`src/sv/es2c_pkg.sv`:
```
// Shared types and constants of the epoch to calendar core.
package es2c_pkg;

   // Accepted range of the seconds count: years 0 to 9999.
   localparam logic signed [38:0] SECS_MIN = -39'sd62167219200;
   localparam logic signed [38:0] SECS_MAX = 39'sd253402300799;
   localparam logic [38:0] SECS_OFS = 39'd62167219200;

   // Decoupling queue between the front and the back.
   localparam int unsigned QUEUE_DEPTH = 4;
   localparam int unsigned QPTR_W = $clog2(QUEUE_DEPTH);

   // Constant divisors and their truncated reciprocals.
   localparam int unsigned DAY_DIV = 675;        // 86400 / 128
   localparam int unsigned DAY_RECIP = 6362914;  // 2^32 / 675
   localparam int unsigned DAYS_PER_ERA = 146097;
   localparam int unsigned ERA_RECIP = 28;       // 2^22 / 146097
   localparam int unsigned ERA_SHIFT = 146037;   // one era less the Jan/Feb days
   localparam int unsigned WEEK_SHIFT = 6;
   localparam int unsigned WEEK_RECIP = 599186;  // 2^22 / 7
   localparam int unsigned HOUR_RECIP = 36;      // 2^17 / 3600
   localparam int unsigned SECS_PER_HOUR = 3600;
   localparam int unsigned D1460_RECIP = 179;    // 2^18 / 1460
   localparam int unsigned D36524_RECIP = 7;     // 2^18 / 36524
   localparam int unsigned MIN_RECIP = 68;       // 2^12 / 60
   localparam int unsigned YEAR_RECIP = 718;     // 2^18 / 365

   // One queued beat: the offset seconds and the range flag.
   typedef struct packed {
      logic        out_of_range;
      logic [38:0] secs_ofs;
   } es2c_item_type;

   // Time of day and weekday fields carried down the back pipeline.
   typedef struct packed {
      logic       out_of_range;
      logic [2:0] weekday;
      logic [4:0] hour;
      logic [5:0] minute;
      logic [5:0] second;
   } es2c_tag_type;

   // First day of year of each month in the March-based year.
   function automatic logic [8:0] month_start(input logic [3:0] mp);
      logic [8:0] start;
      case (mp)
         4'd0:    start = 9'd0;
         4'd1:    start = 9'd31;
         4'd2:    start = 9'd61;
         4'd3:    start = 9'd92;
         4'd4:    start = 9'd122;
         4'd5:    start = 9'd153;
         4'd6:    start = 9'd184;
         4'd7:    start = 9'd214;
         4'd8:    start = 9'd245;
         4'd9:    start = 9'd275;
         4'd10:   start = 9'd306;
         4'd11:   start = 9'd337;
         default: start = 9'd0;
      endcase
      return start;
   endfunction

endpackage

```
`src/sv/es2c_front.sv`:
```
// Front end: range check, offset to a nonnegative count and the decoupling queue.
module es2c_front (
   input  logic                    clock,
   input  logic                    reset,
   input  logic                    req_push,
   input  logic signed [38:0]      req_epoch_seconds,
   output logic                    req_full,
   input  logic                    deq,
   output es2c_pkg::es2c_item_type item,
   output logic                    item_valid
);
   import es2c_pkg::*;

   es2c_item_type     queue_mem_ff [QUEUE_DEPTH];
   logic [QPTR_W-1:0] wr_ptr_ff;
   logic [QPTR_W-1:0] rd_ptr_ff;
   logic [QPTR_W:0]   count_ff;
   es2c_item_type     class_item;
   logic              push_ok;
   logic              pop_ok;

   // Out-of-range inputs travel as offset zero with the flag set.
   always_comb begin
      class_item.out_of_range = (req_epoch_seconds < SECS_MIN) ||
                                (req_epoch_seconds > SECS_MAX);
      class_item.secs_ofs = class_item.out_of_range ? '0 :
                            (req_epoch_seconds + SECS_OFS);
   end

   assign req_full   = (count_ff == (QPTR_W + 1)'(QUEUE_DEPTH));
   assign item_valid = (count_ff != '0);
   assign item       = queue_mem_ff[rd_ptr_ff];
   assign push_ok    = req_push && !req_full;
   assign pop_ok     = deq && item_valid;

   always_ff @(posedge clock) begin
      if (reset) begin
         wr_ptr_ff <= '0;
         rd_ptr_ff <= '0;
         count_ff  <= '0;
      end else begin
         if (push_ok) begin
            wr_ptr_ff <= wr_ptr_ff + QPTR_W'(1);
         end
         if (pop_ok) begin
            rd_ptr_ff <= rd_ptr_ff + QPTR_W'(1);
         end
         if (push_ok && !pop_ok) begin
            count_ff <= count_ff + (QPTR_W + 1)'(1);
         end else if (pop_ok && !push_ok) begin
            count_ff <= count_ff - (QPTR_W + 1)'(1);
         end
      end
   end

   always_ff @(posedge clock) begin
      if (push_ok) begin
         queue_mem_ff[wr_ptr_ff] <= class_item;
      end
   end

endmodule

```
`src/sv/es2c_back.sv`:
```
// Back end: seventeen-stage conversion pipeline with a stall on a full output stage.
module es2c_back (
   input  logic                    clock,
   input  logic                    reset,
   input  es2c_pkg::es2c_item_type item,
   input  logic                    item_valid,
   output logic                    deq,
   output logic                    rsp_empty,
   input  logic                    rsp_pop,
   output logic [13:0]             rsp_year,
   output logic [3:0]              rsp_month,
   output logic [4:0]              rsp_day_of_month,
   output logic [4:0]              rsp_hour,
   output logic [5:0]              rsp_minute,
   output logic [5:0]              rsp_second,
   output logic [2:0]              rsp_weekday,
   output logic                    rsp_out_of_range
);
   import es2c_pkg::*;

   localparam int unsigned NSTG = 17;

   logic [NSTG-1:0] vld_ff;
   logic            adv;
   es2c_tag_type    tag_ff [1:NSTG];
   logic [4:0]      era_ff [7:14];
   logic [17:0]     doe_ff [7:14];
   logic [11:0]     remh_ff [7:8];

   logic [21:0] s1_q_ff, s2_q_ff;
   logic [31:0] s1_v_ff;
   logic [6:0]  s1_lo_ff, s2_lo_ff;
   logic [10:0] s2_r_ff;
   logic [21:0] s3_days_ff;
   logic [16:0] s3_tod_ff, s4_tod_ff, s5_tod_ff;
   logic [21:0] s4_z_ff, s4_w_ff, s5_z_ff, s5_w_ff;
   logic [4:0]  s5_qe_ff, s6_qe_ff;
   logic [19:0] s5_qw_ff;
   logic [5:0]  s5_qh_ff, s6_qh_ff;
   logic [18:0] s6_re_ff;
   logic [3:0]  s6_rw_ff;
   logic [12:0] s6_rh_ff;
   logic [7:0]  s8_q1_ff, s9_q1_ff;
   logic [2:0]  s8_q2_ff, s9_q2_ff;
   logic [6:0]  s8_qm_ff, s9_qm_ff;
   logic [11:0] s9_r1_ff;
   logic [16:0] s9_r2_ff;
   logic [6:0]  s9_rm_ff;
   logic [6:0]  s10_c1_ff;
   logic [2:0]  s10_c2_ff;
   logic [17:0] s11_t_ff, s12_t_ff;
   logic [9:0]  s12_qy_ff, s13_qy_ff, s13_ry_ff;
   logic [8:0]  s14_yoe_ff;
   logic [8:0]  s15_doy_ff, s16_doy_ff;
   logic [13:0] s15_yb_ff, s16_yb_ff;
   logic [3:0]  s16_mp_ff;
   logic [13:0] s17_year_ff;
   logic [3:0]  s17_month_ff;
   logic [4:0]  s17_dom_ff;

   logic [54:0] day_prod;
   logic [31:0] day_back;
   logic [10:0] day_rfix;
   logic [26:0] era_prod;
   logic [41:0] wk_prod;
   logic [22:0] hr_prod;
   logic [21:0] era_back;
   logic [21:0] wk_back;
   logic [16:0] hr_back;
   logic [18:0] era_rfix;
   logic [3:0]  wk_rfix;
   logic [12:0] hr_rfix;
   logic [5:0]  hr_qfix;
   logic [25:0] c1_prod;
   logic [20:0] c2_prod;
   logic [18:0] m_prod;
   logic [17:0] c1_back, c2_back;
   logic [11:0] m_back;
   logic [7:0]  c1_fix;
   logic [2:0]  c2_fix;
   logic [6:0]  m_qfix, m_rfix;
   logic [27:0] y_prod;
   logic [17:0] y_back;
   logic [9:0]  yoe_fix;
   logic [1:0]  cent;
   logic [17:0] doy_wide;
   logic [3:0]  mp_cnt;

   // The whole pipe moves unless a finished beat waits at the output.
   assign adv = !vld_ff[NSTG-1] || rsp_pop;
   assign deq = adv;

   // Each division is a reciprocal estimate, a back-multiply and one correction.
   always_comb begin
      day_prod = 55'(item.secs_ofs[38:7]) * 55'(DAY_RECIP);
      day_back = s1_v_ff - 32'(s1_q_ff) * 32'(DAY_DIV);
      day_rfix = (s2_r_ff >= 11'(DAY_DIV)) ? (s2_r_ff - 11'(DAY_DIV)) : s2_r_ff;

      era_prod = 27'(s4_z_ff) * 27'(ERA_RECIP);
      wk_prod  = 42'(s4_w_ff) * 42'(WEEK_RECIP);
      hr_prod  = 23'(s4_tod_ff) * 23'(HOUR_RECIP);
      era_back = s5_z_ff - 22'(s5_qe_ff) * 22'(DAYS_PER_ERA);
      wk_back  = s5_w_ff - 22'(s5_qw_ff) * 22'(7);
      hr_back  = s5_tod_ff - 17'(s5_qh_ff) * 17'(SECS_PER_HOUR);
      era_rfix = (s6_re_ff >= 19'(DAYS_PER_ERA)) ? (s6_re_ff - 19'(DAYS_PER_ERA)) : s6_re_ff;
      wk_rfix  = (s6_rw_ff >= 4'd7) ? (s6_rw_ff - 4'd7) : s6_rw_ff;
      hr_qfix  = (s6_rh_ff >= 13'(SECS_PER_HOUR)) ? (s6_qh_ff + 6'd1) : s6_qh_ff;
      hr_rfix  = (s6_rh_ff >= 13'(SECS_PER_HOUR)) ? (s6_rh_ff - 13'(SECS_PER_HOUR))
                                                 : s6_rh_ff;

      c1_prod = 26'(doe_ff[7]) * 26'(D1460_RECIP);
      c2_prod = 21'(doe_ff[7]) * 21'(D36524_RECIP);
      m_prod  = 19'(remh_ff[7]) * 19'(MIN_RECIP);
      c1_back = doe_ff[8] - 18'(s8_q1_ff) * 18'(1460);
      c2_back = doe_ff[8] - 18'(s8_q2_ff) * 18'(36524);
      m_back  = remh_ff[8] - 12'(s8_qm_ff) * 12'(60);
      c1_fix  = (s9_r1_ff >= 12'd1460) ? (s9_q1_ff + 8'd1) : s9_q1_ff;
      c2_fix  = (s9_r2_ff >= 17'd36524) ? (s9_q2_ff + 3'd1) : s9_q2_ff;
      m_qfix  = (s9_rm_ff >= 7'd60) ? (s9_qm_ff + 7'd1) : s9_qm_ff;
      m_rfix  = (s9_rm_ff >= 7'd60) ? (s9_rm_ff - 7'd60) : s9_rm_ff;

      y_prod  = 28'(s11_t_ff) * 28'(YEAR_RECIP);
      y_back  = s12_t_ff - 18'(s12_qy_ff) * 18'(365);
      yoe_fix = (s13_ry_ff >= 10'd365) ? (s13_qy_ff + 10'd1) : s13_qy_ff;

      cent = 2'(s14_yoe_ff >= 9'd100) + 2'(s14_yoe_ff >= 9'd200) +
             2'(s14_yoe_ff >= 9'd300);
      doy_wide = doe_ff[14] - (18'(s14_yoe_ff) * 18'(365) + 18'(s14_yoe_ff[8:2]) -
                               18'(cent));

      mp_cnt = '0;
      for (int i = 1; i < 12; i++) begin
         mp_cnt = mp_cnt + 4'(s15_doy_ff >= month_start(4'(i)));
      end
   end

   always_ff @(posedge clock) begin
      if (reset) begin
         vld_ff <= '0;
      end else if (adv) begin
         vld_ff <= {vld_ff[NSTG-2:0], item_valid};
      end
   end

   always_ff @(posedge clock) begin
      if (adv) begin
         for (int i = 2; i <= NSTG; i++) begin
            if (i != 7 && i != 10) begin
               tag_ff[i] <= tag_ff[i-1];
            end
         end
         for (int i = 8; i <= 14; i++) begin
            era_ff[i] <= era_ff[i-1];
            doe_ff[i] <= doe_ff[i-1];
         end
         remh_ff[8] <= remh_ff[7];

         // Offset seconds split into days since year 0 and second of day.
         tag_ff[1]    <= '{out_of_range: item.out_of_range, default: '0};
         s1_q_ff      <= day_prod[53:32];
         s1_v_ff      <= item.secs_ofs[38:7];
         s1_lo_ff     <= item.secs_ofs[6:0];
         s2_r_ff      <= day_back[10:0];
         s2_q_ff      <= s1_q_ff;
         s2_lo_ff     <= s1_lo_ff;
         s3_days_ff   <= (s2_r_ff >= 11'(DAY_DIV)) ? (s2_q_ff + 22'd1) : s2_q_ff;
         s3_tod_ff    <= {day_rfix[9:0], s2_lo_ff};

         // Era, weekday and hour.
         s4_z_ff      <= s3_days_ff + 22'(ERA_SHIFT);
         s4_w_ff      <= s3_days_ff + 22'(WEEK_SHIFT);
         s4_tod_ff    <= s3_tod_ff;
         s5_qe_ff     <= era_prod[26:22];
         s5_qw_ff     <= wk_prod[41:22];
         s5_qh_ff     <= hr_prod[22:17];
         s5_z_ff      <= s4_z_ff;
         s5_w_ff      <= s4_w_ff;
         s5_tod_ff    <= s4_tod_ff;
         s6_re_ff     <= era_back[18:0];
         s6_rw_ff     <= wk_back[3:0];
         s6_rh_ff     <= hr_back[12:0];
         s6_qe_ff     <= s5_qe_ff;
         s6_qh_ff     <= s5_qh_ff;
         era_ff[7]    <= (s6_re_ff >= 19'(DAYS_PER_ERA)) ? (s6_qe_ff + 5'd1) : s6_qe_ff;
         doe_ff[7]    <= era_rfix[17:0];
         remh_ff[7]   <= hr_rfix[11:0];
         tag_ff[7]    <= '{out_of_range: tag_ff[6].out_of_range,
                           weekday: wk_rfix[2:0] + 3'd1,
                           hour: hr_qfix[4:0],
                           default: '0};

         // Century corrections of the day of era, minute and second.
         s8_q1_ff     <= c1_prod[25:18];
         s8_q2_ff     <= c2_prod[20:18];
         s8_qm_ff     <= m_prod[18:12];
         s9_r1_ff     <= c1_back[11:0];
         s9_r2_ff     <= c2_back[16:0];
         s9_rm_ff     <= m_back[6:0];
         s9_q1_ff     <= s8_q1_ff;
         s9_q2_ff     <= s8_q2_ff;
         s9_qm_ff     <= s8_qm_ff;
         s10_c1_ff    <= c1_fix[6:0];
         s10_c2_ff    <= c2_fix;
         tag_ff[10]   <= '{out_of_range: tag_ff[9].out_of_range,
                           weekday: tag_ff[9].weekday,
                           hour: tag_ff[9].hour,
                           minute: m_qfix[5:0],
                           second: m_rfix[5:0]};

         // Year of era, day of year and month.
         s11_t_ff     <= doe_ff[10] - 18'(s10_c1_ff) + 18'(s10_c2_ff) -
                         18'(doe_ff[10] == 18'd146096);
         s12_qy_ff    <= y_prod[27:18];
         s12_t_ff     <= s11_t_ff;
         s13_ry_ff    <= y_back[9:0];
         s13_qy_ff    <= s12_qy_ff;
         s14_yoe_ff   <= yoe_fix[8:0];
         s15_doy_ff   <= doy_wide[8:0];
         s15_yb_ff    <= 14'(s14_yoe_ff) + 14'(era_ff[14]) * 14'(400);
         s16_mp_ff    <= mp_cnt;
         s16_doy_ff   <= s15_doy_ff;
         s16_yb_ff    <= s15_yb_ff;
         s17_year_ff  <= s16_yb_ff - 14'd400 + 14'(s16_mp_ff >= 4'd10);
         s17_month_ff <= (s16_mp_ff < 4'd10) ? (s16_mp_ff + 4'd3) : (s16_mp_ff - 4'd9);
         s17_dom_ff   <= 5'(s16_doy_ff - month_start(s16_mp_ff) + 9'd1);
      end
   end

   // An out-of-range beat shows all fields as zero.
   always_comb begin
      rsp_empty        = !vld_ff[NSTG-1];
      rsp_out_of_range = tag_ff[NSTG].out_of_range;
      if (tag_ff[NSTG].out_of_range) begin
         rsp_year         = '0;
         rsp_month        = '0;
         rsp_day_of_month = '0;
         rsp_hour         = '0;
         rsp_minute       = '0;
         rsp_second       = '0;
         rsp_weekday      = '0;
      end else begin
         rsp_year         = s17_year_ff;
         rsp_month        = s17_month_ff;
         rsp_day_of_month = s17_dom_ff;
         rsp_hour         = tag_ff[NSTG].hour;
         rsp_minute       = tag_ff[NSTG].minute;
         rsp_second       = tag_ff[NSTG].second;
         rsp_weekday      = tag_ff[NSTG].weekday;
      end
   end

endmodule

```
`src/sv/epoch_seconds_to_calendar_core.sv`:
```
// Top level of the epoch seconds to calendar date and time converter.
//
// This core turns a signed count of seconds since 1970-01-01 00:00:00 into the
// proleptic Gregorian year, month and day, the hour, minute and second, and the
// day of the week (1 for Sunday through 7 for Saturday). Counts outside years 0
// to 9999 come back with out_of_range set and every other field zero. Both sides
// behave like a queue: a request beat is taken when req_push is high and
// req_full is low, and the oldest result beat sits on the rsp_ ports while
// rsp_empty is low and leaves when rsp_pop is high. One beat enters per cycle
// and one result leaves per cycle for as long as the consumer keeps popping.
// An accepted beat passes through the four-entry front queue and then walks
// the 17-stage conversion pipeline, a length set by the chain of constant
// divisions (86400, 146097, the century terms, 365), each done as a
// reciprocal multiply, a back multiply and a single correction. When the
// result at the head of the pipeline is not popped the pipeline holds, and
// the front queue keeps taking beats until it fills. No configuration and no
// state beyond the beats in flight; reset only empties the queue and
// pipeline.
module epoch_seconds_to_calendar_core (
   input  logic               clock,
   input  logic               reset,
   input  logic               req_push,
   output logic               req_full,
   input  logic signed [38:0] req_epoch_seconds,
   output logic               rsp_empty,
   input  logic               rsp_pop,
   output logic [13:0]        rsp_year,
   output logic [3:0]         rsp_month,
   output logic [4:0]         rsp_day_of_month,
   output logic [4:0]         rsp_hour,
   output logic [5:0]         rsp_minute,
   output logic [5:0]         rsp_second,
   output logic [2:0]         rsp_weekday,
   output logic               rsp_out_of_range
);
   import es2c_pkg::*;

   es2c_item_type item;
   logic          item_valid;
   logic          deq;

   // The front classifies each beat and queues it for the pipeline.
   es2c_front u_front (
      .clock             (clock),
      .reset             (reset),
      .req_push          (req_push),
      .req_epoch_seconds (req_epoch_seconds),
      .req_full          (req_full),
      .deq               (deq),
      .item              (item),
      .item_valid        (item_valid)
   );

   // The back pipeline does the arithmetic and drives the result ports.
   es2c_back u_back (
      .clock            (clock),
      .reset            (reset),
      .item             (item),
      .item_valid       (item_valid),
      .deq              (deq),
      .rsp_empty        (rsp_empty),
      .rsp_pop          (rsp_pop),
      .rsp_year         (rsp_year),
      .rsp_month        (rsp_month),
      .rsp_day_of_month (rsp_day_of_month),
      .rsp_hour         (rsp_hour),
      .rsp_minute       (rsp_minute),
      .rsp_second       (rsp_second),
      .rsp_weekday      (rsp_weekday),
      .rsp_out_of_range (rsp_out_of_range)
   );

endmodule

```
`config.mk`:
```
export PLATFORM = sky130hd
export DESIGN_NAME = epoch_seconds_to_calendar_core
export DESIGN_NICKNAME = d
export VERILOG_FILES = /design/src/sv/es2c_pkg.sv /design/src/sv/es2c_front.sv /design/src/sv/es2c_back.sv /design/src/sv/epoch_seconds_to_calendar_core.sv
export SDC_FILE = /design/constraint.sdc
export NUM_CORES = 2
export LEC_CHECK = 0
export BUFFER_PORTS_ARGS = -buffer_cell sky130_fd_sc_hd__clkbuf_2
export CAP_MARGIN = 20
export CORE_MARGIN = 2
export CORE_UTILIZATION = 33
export CTS_BUF_LIST = sky130_fd_sc_hd__clkbuf_2 sky130_fd_sc_hd__clkbuf_4 sky130_fd_sc_hd__clkbuf_8
export DETAILED_ROUTE_END_ITERATION = 8
export MAX_ROUTING_LAYER = met4
export PLACE_DENSITY = 0.48
export SETUP_SLACK_MARGIN = 0.2
export SYNTH_ARGS = -nofsm -noshare
export SYNTH_HDL_FRONTEND = slang
export SYNTH_SLANG_ARGS = --single-unit
```
`constraint.sdc`:
```
create_clock -name clock -period 27.9 [get_ports clock]
set_input_delay 1.395 -clock clock [delete_from_list [all_inputs] [get_ports clock]]
set_output_delay 1.395 -clock clock [all_outputs]
set_load 0.005 [all_outputs]
```
==> metrics.yaml <==
status: "complete, no violations"
setup_violations: 0
grt_max_degree: 131
grt_pass1_wl_microns: 202000
hold_path.class: "register to register"
cts_max_level: 4
multi_input_comb_area_sq_um: 32600
seq_area_sq_um: 31100
fill_cells: 19700
post-route-period-util_pct: 28.7
hold_viol_final: 0
cp.required_ps: 28550
drt_iter0_markers: 1660
rsz0062_at_grt: "no"
overflow: 0
cts_made_buffers: 180
async_reset_ff_share_pct: 0
cts_tree: "yes"
rrSetupSlack_ps: 19900
final_net_count: 6763
maxCapViolations: 0
ios: 89
gr-usage-all-layers_pct: 12.4
num_vias: 36200
synth.yosys.seq_area_share_pct: 46.2
post_cts_resized: 0
wl_per_cell_microns: 14.9
fmax_ghz: 0.125
syn_area_sq_um: 67300
die_h_microns: 455
yosys_register_bits: 1046
drtAntennaViolNets: 0
clk_path_buf_depth: 3
dpl.hpwl_microns: 90300
synth_area_per_cell_sq_um: 13.3
synthFlopType: "edfxtp_1"
cp_max_fo: 40
core_area_sq_um: 202000
postCtsHoldBufs: 0
clk_pin_slew_ps: 60
relSlewSlack_pct: 31.4
numPortBuffers: 88
fin_worst_skew_ps: 81.9
synth_edf_count: 1015
place.gp.congestion: 0.791
arrival_ps: 8640
endpoint_kind: "register"
start_util_pct: 33.2
cts_sinks: 1046
firstDrtPassIters: 5
synth_cell_types: 76
post_cts_buffers: 0
synth_nets: 6515
fin_setup_tns_ps: 0
rows: 165
routed_wl_microns: 121000
die_x_microns: 455
post-route-util_pct: 36.9
die-area_sq_um: 207000
drive_above_1_share_pct: 8.60
drcViolationCount: 0
worstSkewPairLatency_ps: 920
via_per_inst: 4.46
fin_crit_ps: 8000
worst_setup_path_start_kind: "register"
areaGrowthSynthToFinish_pct: 10.9
synthCells: 5050
drv_slew: 0
path_class: "register to register"
antenna_found_initial: 3
grt_pass1_vias: 38500
worst_pin_slew_ps: 1030
cts-root-buf: "clkbuf_8"
ys_warn_count: 0
-- kinds of logic (layout without fill, tap and decap cells) --
family                     count (synthesis)  after routing  synth area share [%]
adders and majority gates               1422           1422                  31.9
DFF                                     1046           1046                  46.2
buffers and inverters                    944           1322                  5.31
and+or+nand+nor                          668            668                  4.84
AOI/OAI and AO/OA                        510            510                  4.91
xor gates and xnor gates                 408            408                  5.31
muxes                                     52             52                  1.53
other                                      0              1                     0
-- per-layer routing --
metal | GRT usage, % | routed length [microns] | vias to the layer above
met2 | 20.3 | 58700 | 416
met4 | 3.43 | 2500 | 0
met1 | 15.7 | 55700 | 17700
met3 | 2.27 | 4060 | 191
li1 | - | - | 17900
met5 | - | 0 | -
-- worst paths after layout --
path / endpoint / cells after the start / from
worst max-delay path: u_back.s1_q_ff[19]$_DFFE_PN_ / 23 / register
worst min-delay path: u_back.s2_lo_ff[6]$_DFFE_PN_ / 0 / u_back.s1_lo_ff[6]$_DFFE_PN_
worst max register to register: u_back.s1_q_ff[19]$_DFFE_PN_ / 23 / register
worst min register to register: u_back.s2_lo_ff[6]$_DFFE_PN_ / 0 / u_back.s1_lo_ff[6]$_DFFE_PN_
-- synth_stat cells, drive strengths merged (9+ instances only) --
library cell / instances / share of area [%]
nand2: 170 / 0.95
buf: 10 / 0.10
o21a: 33 / 0.37
or4: 9 / 0.10
a211oi: 13 / 0.15
dfxtp: 31 / 0.92
ha: 938 / 17
o21bai: 30 / 0.33
xor2: 126 / 1.6
xnor2: 282 / 3.7
mux4: 40 / 1.3
edfxtp: 1015 / 45
a21oi: 155 / 1.2
and2: 15 / 0.14
or3: 9 / 0.084
nand2b: 28 / 0.26
nor4: 14 / 0.14
nor2b: 70 / 0.65
nor2: 184 / 1.0
a21o: 84 / 0.94
o21ai: 98 / 0.73
a31o: 13 / 0.17
inv: 900 / 5.0
clkbuf: 34 / 0.19
and3: 20 / 0.19
nor3: 40 / 0.30
o211ai: 9 / 0.10
fa: 484 / 14
a21boi: 10 / 0.11
nand4: 32 / 0.30
nand3: 47 / 0.35
-- worst max-delay path, cell delays in order, from the launching register on --
cell and delay (ps):
dfxtp_2 310, buf_4 630, mux4_2 760, ha_1 390, a21o_1 180, ha_1 270, inv_1 60, fa_1 490
inv_1 50, fa_1 510, fa_1 440, fa_1 490, ha_1 310, ha_1 310, a211oi_1 350, o21ai_0 170
a22oi_1 280, o22ai_1 150, o21ai_1 230, nand3_1 330, a211oi_2 400, nor2_1 100, a2111oi_2 380, xnor2_1 100
-- stage by stage --
stage               setup slack, ps  instances  hold slack [ps]  cell area (sq um)
finish                        19900       8101              372              74600
global route                  19300       8101              363              74600
CTS                           19770       8099              359              74600
detailed placement            19820       7787              405              71000
global placement              19880       7787              400              71000
floorplan                      1300       5050              400              67300
-- layout make-up --
| type | count | area share, % |
|---|---|---|
| clock buffer | 235 | 3.87 |
| tap | 2672 | 4.48 |
| sequential | 1046 | 41.7 |
| timing repair buffer | 110 | 0.839 |
| inverter | 900 | 4.54 |
| multi-input combinational | 3060 | 43.7 |
| clock inverter | 77 | 0.886 |
| antenna | 1 | 0.00335 |
-- sequential cells by signal (all words and copies together) (netlist names), 14 cells and up, named ones only --
signal	cells
u_back.s9_r2_ff	17
u_back.s2_q_ff	22
u_back.s5_z_ff	19
u_back.s6_re_ff	19
u_front.queue_mem_ff	160
u_back.doe_ff	106
u_back.s4_z_ff	22
u_back.s11_t_ff	18
u_back.s4_w_ff	22
u_back.s3_days_ff	22
u_back.s3_tod_ff	17
u_back.s1_q_ff	22
u_back.s15_yb_ff	14
u_back.vld_ff	17
u_back.s4_tod_ff	17
u_back.s17_year_ff	14
u_back.s16_yb_ff	14
u_back.remh_ff	19
u_back.era_ff	40
u_back.tag_ff	201
-- cell usage in the layout, fill, tap and decap left out, drive strengths merged, types with 9 or more instances in the layout --
master	Yosys	routed
edfxtp	1015	1015
ha	938	938
inv	900	910
fa	484	484
clkbuf	34	323
xnor2	282	282
nor2	184	184
nand2	170	170
a21oi	155	155
xor2	126	126
o21ai	98	98
a21o	84	84
nor2b	70	70
clkinv	0	60
nand3	47	47
mux4	40	40
nor3	40	40
o21a	33	33
nand4	32	32
dfxtp	31	31
o21bai	30	30
nand2b	28	28
buf	10	22
and3	20	20
and2	15	15
nor4	14	14
a211oi	13	13
a31o	13	13
a21boi	10	10
or3	9	9
or4	9	9
o211ai	9	9
Power is left out: the tool's default activity adds up to more than one toggle a clock period on the data nets, which glitch-free logic cannot reach.
